$ cat src/hdl/utd_pkg.sv
package utd_pkg;

  localparam int unsigned UNIT_W = 16;
  localparam int unsigned BYTE_W = 8;
  localparam int unsigned PAYLOAD_W = 6;

  localparam logic [1:0] PEND_NONE = 2'd0;
  localparam logic [1:0] PEND_ONE  = 2'd1;
  localparam logic [1:0] PEND_TWO  = 2'd2;

  localparam logic [2:0] LEAD3_PREFIX = 3'b111;
  localparam logic [1:0] LEAD2_PREFIX = 2'b11;

  typedef struct packed {
    logic              valid;
    logic [UNIT_W-1:0] code_unit;
    logic              truncated;
  } utd_result_t;

endpackage

$ cat src/hdl/utd_byte_if.sv
interface utd_byte_if;
  import utd_pkg::*;

  logic              valid;
  logic              ready;
  logic [BYTE_W-1:0] in_byte;
  logic              end_of_text;

  modport source (output valid, output in_byte, output end_of_text, input ready);
  modport sink (input valid, input in_byte, input end_of_text, output ready);
endinterface

$ cat src/hdl/utd_unit_if.sv
interface utd_unit_if;
  import utd_pkg::*;

  logic              valid;
  logic              ready;
  logic [UNIT_W-1:0] code_unit;
  logic              truncated;

  modport source (output valid, output code_unit, output truncated, input ready);
  modport sink (input valid, input code_unit, input truncated, output ready);
endinterface

$ cat src/hdl/utf8_to_ucs2_decoder.sv
// Lax UTF-8 to UCS-2 decoder. Takes one byte per cycle on text and gives one
// 16-bit code unit on chars for every ASCII byte and every completed two- or
// three-byte sequence; continuation bytes are not checked and stray ones in lead
// position are dropped. A byte flagged end_of_text inside a sequence flushes the
// partial value with truncated set. The decode is a single step on the sequence
// state, and results go through an output register backed by a one-entry skid
// register, so text keeps flowing at one byte per cycle as long as chars is
// taken.
module utf8_to_ucs2_decoder
  import utd_pkg::*;
(
  input  logic       clk,
  input  logic       rst,
  utd_byte_if.sink   text,
  utd_unit_if.source chars
);

  logic [1:0]        pending;
  logic [1:0]        pending_next;
  logic [UNIT_W-1:0] partial;
  logic [UNIT_W-1:0] partial_next;
  utd_result_t       result;

  logic              out_valid;
  logic [UNIT_W-1:0] out_unit;
  logic              out_trunc;
  logic              skid_valid;
  logic [UNIT_W-1:0] skid_unit;
  logic              skid_trunc;

  logic in_xfer;
  logic out_xfer;
  logic fires;

  utd_decode u_decode (
    .pending      (pending),
    .partial      (partial),
    .in_byte      (text.in_byte),
    .end_of_text  (text.end_of_text),
    .pending_next (pending_next),
    .partial_next (partial_next),
    .result       (result)
  );

  assign text.ready      = !skid_valid;
  assign in_xfer         = text.valid && text.ready;
  assign out_xfer        = out_valid && chars.ready;
  assign fires           = in_xfer && result.valid;
  assign chars.valid     = out_valid;
  assign chars.code_unit = out_unit;
  assign chars.truncated = out_trunc;

  always_ff @(posedge clk) begin
    if (rst) begin
      pending <= PEND_NONE;
      partial <= '0;
    end else if (in_xfer) begin
      pending <= pending_next;
      partial <= partial_next;
    end
  end

  always_ff @(posedge clk) begin
    if (rst) begin
      out_valid  <= 1'b0;
      skid_valid <= 1'b0;
    end else if (skid_valid) begin
      if (out_xfer) begin
        out_unit   <= skid_unit;
        out_trunc  <= skid_trunc;
        skid_valid <= 1'b0;
      end
    end else if (fires) begin
      if (!out_valid || out_xfer) begin
        out_valid <= 1'b1;
        out_unit  <= result.code_unit;
        out_trunc <= result.truncated;
      end else begin
        skid_valid <= 1'b1;
        skid_unit  <= result.code_unit;
        skid_trunc <= result.truncated;
      end
    end else if (out_xfer) begin
      out_valid <= 1'b0;
    end
  end

endmodule

$ cat src/hdl/utd_decode.sv
module utd_decode
  import utd_pkg::*;
(
  input  logic [1:0]        pending,
  input  logic [UNIT_W-1:0] partial,
  input  logic [BYTE_W-1:0] in_byte,
  input  logic              end_of_text,
  output logic [1:0]        pending_next,
  output logic [UNIT_W-1:0] partial_next,
  output utd_result_t       result
);

  logic done;

  always_comb begin
    result       = '0;
    pending_next = pending;
    partial_next = partial;
    done         = 1'b0;

    if (pending != PEND_NONE) begin
      if (pending >= PEND_TWO) begin
        partial_next = partial | {4'd0, in_byte[PAYLOAD_W-1:0], 6'd0};
        pending_next = PEND_ONE;
      end else begin
        result.valid     = 1'b1;
        result.code_unit = partial | {10'd0, in_byte[PAYLOAD_W-1:0]};
        result.truncated = 1'b0;
        partial_next     = '0;
        pending_next     = PEND_NONE;
        done             = 1'b1;
      end
    end else if (!in_byte[BYTE_W-1]) begin
      result.valid     = 1'b1;
      result.code_unit = {8'd0, in_byte};
      result.truncated = 1'b0;
      done             = 1'b1;
    end else if (in_byte[7:5] == LEAD3_PREFIX) begin
      partial_next = {in_byte[3:0], 12'd0};
      pending_next = PEND_TWO;
    end else if (in_byte[7:6] == LEAD2_PREFIX) begin
      partial_next = {5'd0, in_byte[4:0], 6'd0};
      pending_next = PEND_ONE;
    end else begin
      // stray continuation byte
      done = 1'b1;
    end

    if (!done && end_of_text) begin
      result.valid     = 1'b1;
      result.code_unit = partial_next;
      result.truncated = 1'b1;
      partial_next     = '0;
      pending_next     = PEND_NONE;
    end
  end

endmodule

$ cat src/flat_wrapper.sv
// flat-port wrapper written by rule: the top's interface ports become plain ports
module utf8_to_ucs2_decoder_flat import utd_pkg::*;
  (clk, rst, text_valid, text_in_byte, text_end_of_text, text_ready, chars_valid, chars_code_unit, chars_truncated, chars_ready);
  utd_byte_if text_i ();
  utd_unit_if chars_i ();
  input  logic clk;
  input  logic rst;
  input wire logic [$bits(text_i.valid)-1:0] text_valid;
  input wire logic [$bits(text_i.in_byte)-1:0] text_in_byte;
  input wire logic [$bits(text_i.end_of_text)-1:0] text_end_of_text;
  output wire logic [$bits(text_i.ready)-1:0] text_ready;
  output wire logic [$bits(chars_i.valid)-1:0] chars_valid;
  output wire logic [$bits(chars_i.code_unit)-1:0] chars_code_unit;
  output wire logic [$bits(chars_i.truncated)-1:0] chars_truncated;
  input wire logic [$bits(chars_i.ready)-1:0] chars_ready;
  assign text_i.valid = text_valid;
  assign text_i.in_byte = text_in_byte;
  assign text_i.end_of_text = text_end_of_text;
  assign text_ready = text_i.ready;
  assign chars_valid = chars_i.valid;
  assign chars_code_unit = chars_i.code_unit;
  assign chars_truncated = chars_i.truncated;
  assign chars_i.ready = chars_ready;
  utf8_to_ucs2_decoder u_core (.clk(clk), .rst(rst), .text(text_i), .chars(chars_i));
endmodule
$ cat config.mk
export PLATFORM = sky130hd
export DESIGN_NAME = utf8_to_ucs2_decoder_flat
export DESIGN_NICKNAME = d
export VERILOG_FILES = /design/src/hdl/utd_pkg.sv /design/src/hdl/utd_byte_if.sv /design/src/hdl/utd_unit_if.sv /design/src/hdl/utf8_to_ucs2_decoder.sv /design/src/hdl/utd_decode.sv /design/src/flat_wrapper.sv
export SDC_FILE = /design/constraint.sdc
export NUM_CORES = 1
export LEC_CHECK = 0
export BUFFER_PORTS_ARGS = -buffer_cell sky130_fd_sc_hd__buf_2
export CAP_MARGIN = 20
export CORE_UTILIZATION = 25
export CTS_CLUSTER_DIAMETER = 120
export DETAILED_ROUTE_END_ITERATION = 7
export GPL_ROUTABILITY_DRIVEN = 0
export GPL_TIMING_DRIVEN = 0
export PLACE_DENSITY = 0.43
export RECOVER_POWER = 25
export SYNTH_ARGS = -nofsm -noshare
export SYNTH_HDL_FRONTEND = slang
export SYNTH_SLANG_ARGS = --single-unit
$ cat constraint.sdc
create_clock -name clk -period 7.24 [get_ports clk]
set_clock_uncertainty 0.15 [all_clocks]
set_input_delay 1.448 -clock clk [delete_from_list [all_inputs] [get_ports clk]]
set_output_delay 1.448 -clock clk [all_outputs]
set_load 0.005 [all_outputs]
==> flow_summary.ini <==
[setup_path]
worstSetupStartpointType = input port
critPathCaptureType = flip-flop
cp_max_fo = 10
crit_slowest_cell = a221oi_2
crit_chain = buf_2 > buf_2 > nor2b_1 > o21ai_1 > nand2_1 > a221oi_2 > buf_4
path_buf_inv = 3
arrival_ns = 3.29
critical_path.top_delay_family = compound AO/OA/AOI/OAI gates
path_class = in2reg
cp.required_ns = 7.10
crit_top_cell = buf_2
cp_slowest_stage_delay_ns = 0.71

[final_layout]
layout_commonest_cell = edfxtp_1
drive_above_1_share_pct = 29.3
final_util_pct = 30.5
areaGrowthSynthToFinish_pct = 16.7
diodes = 0
final_cell_mix = edfxtp_1, buf_2, dfxtp_1
final_nets = 255
finalInstanceArea_mm2 = 0.00286

[drt]
dr.pass1.iters = 4
route.vias.total = 1709
routed_wl_um = 5760
drtIter0Drc = 76
routedWlPerCell_um = 15.5
avgViaCountPerCell = 4.61
ant_nets = 0
drc = 0

[floorplan]
die_w_um = 101
die-area_mm2 = 0.0102
io_pins = 32
rows = 35
start_util_pct = 26.1
die_height_um = 101
core_area_mm2 = 0.00937

[clock_network]
post_cts_resized = 0
tritoncts = yes
cts.clk_slew.worst_paths_ns = 0.09
clock_latency_ns = 0.31
cts_root_buf = clkbuf_8
post_cts_buffers = 0
ctsLongestPathBuffers = 2
hold_buffers = 0
cts_sinks = 54
numCtsBuffers = 5
h-tree-depth = 2

[timing]
setup-violations-final = 0
setup_ws_ns = 3.82
fin_tns_setup_ns = 0
whs_ns = 0.333
period_share_pct = 47.3
clock.fmax_mhz = 292
slew_violations = 0
maxSlewHeadroom_pct = 32.1
period_minus_slack_ns = 3.42
hold_viol_final = 0
worst_pin_slew_ns = 1.01
rsz0062_at_grt = no

[pwr]
peakVddDrop_v = 0.0000766
seq_power_share_pct = 60.6
p_leak_nw = 0.999
p_sw_mw = 0.133
p_sw_share_pct = 24.0
clkPwrFrac_pct = 29.8
p_int_mw = 0.422
combPwrFrac_pct = 9.7
p_per_area_mw_per_mm2 = 194

[job]
maxCapViolations = 0

[synth]
avgSynthCellArea_um2 = 12.1
synthTopCellsByArea = edfxtp_1, dfxtp_1, mux2_2, a22o_1, a21oi_1
netlist_area_mm2 = 0.00245
synth_async_sr_flop_share_pct = 0
synth-edff-count = 34
synth-seq-area-share_pct = 58.1
synth_top_area_share_pct = 41.7
synth_ff_type = edfxtp_1
syn_inst = 202
synth_fp_nets = 215
synth_seq_cells = 54
synth_cell_type_count = 39
yosys.area.top_type = edfxtp_1
yosys_warnings = 0

[global_route]
grt.overflow.total = 0
grt_max_degree = 16
grt_pass1_vias = 1638
grt_pass1_wl_um = 9140
grtUsageTotal_pct = 12.2
antenna_found_initial = 0

[placed_design]
dpl_cell_area_mm2 = 0.00279
pre_cts_slack_ns = 3.44
io_buffers = 30
hpwl_um = 4070

[run_status]
status = finished, final reports clean

[hold_path]
min_path_type = reg2reg
## kinds of logic after synthesis
logic type | after synthesis | synth area share [%]
multiplexers | 17 | 7.83
AO/OA/AOI/OAI | 64 | 18.5
buffers and inverters | 14 | 2.61
flip-flops | 54 | 58.1
AND/OR/NAND/NOR | 53 | 13.0
## Yosys cell counts (all sizes together) (4+ instances only)
library cell,instances
nand3b,5
nand2,17
a22o,8
nor2b,4
a21oi,14
nand2b,6
edfxtp,34
mux2,17
clkbuf,4
and2,6
o21a,5
o21ai,16
a221oi,6
dfxtp,20
nor2,5
a31o,6
buf,7
o41ai,4
## final timing paths
check	start	end	slack, ns	cells past startpoint
setup / recovery	text_in_byte[7]	u_core.chars.code_unit[4]	3.82	7
hold / removal	u_core.partial[14]	u_core.partial[14]	0.33	1
setup reg to reg	u_core.pending[1]	u_core.chars.code_unit[4]	4.59	6
hold reg to reg	u_core.partial[14]	u_core.partial[14]	0.33	1
## worst register-to-register path: cells and delay by family (launching register included)
family	cells	cell delay, ns
AOI/OAI and AO/OA	2	0.93
buffers and inverters	3	0.72
DFF	1	0.40
and+or+nand+nor	1	0.15
## power groups by stage
stage | registers, mW | clock network (mW) | logic (mW)
after floorplan | 0.344 | 0 | 0.0315
after global placement | 0.343 | 0 | 0.0538
after detailed placement | 0.343 | 0 | 0.0553
after CTS | 0.336 | 0.170 | 0.0557
after global routing | 0.337 | 0.182 | 0.0598
final | 0.336 | 0.165 | 0.0537
## flip-flops by register name, indices dropped and copies added, names as in the netlist
name / flops
u_core.chars.code_unit: 16
u_core.partial: 16
u_core.skid_unit: 16
u_core.pending: 2
u_core.chars.truncated: 1
u_core.chars.valid: 1
u_core.skid_trunc: 1
u_core.skid_valid: 1
## per-layer routing
metal / vias up / part of all wire (%) / track usage, % / wire [um]
li1: 852 / - / - / -
met1: 816 / 49 / 16.6 / 2840
met2: 33 / 45 / 18.8 / 2610
met3: 8 / 3.2 / 2.22 / 185
met4: 0 / 2.2 / 5.24 / 128
met5: - / 0 / 0 / 0
## per-stage QoR
step           total power [mW]  cells
2_1_floorplan             0.375    202
3_3_place_gp              0.397    361
6_report                  0.555    371
4_1_cts                   0.562    371
3_5_place_dp              0.399    364
5_1_grt                   0.579    371
## layout make-up
cell class,instances,area (um2)
clock buffer,6,72.6
inverter,3,11.3
timing repair buffer,33,166
buffer,11,52.6
clock inverter,1,7.51
tap,129,161
sequential,54,1420
fill,999,6520
multi-input combinational,134,962
Power figures use the tool's default switching activity.
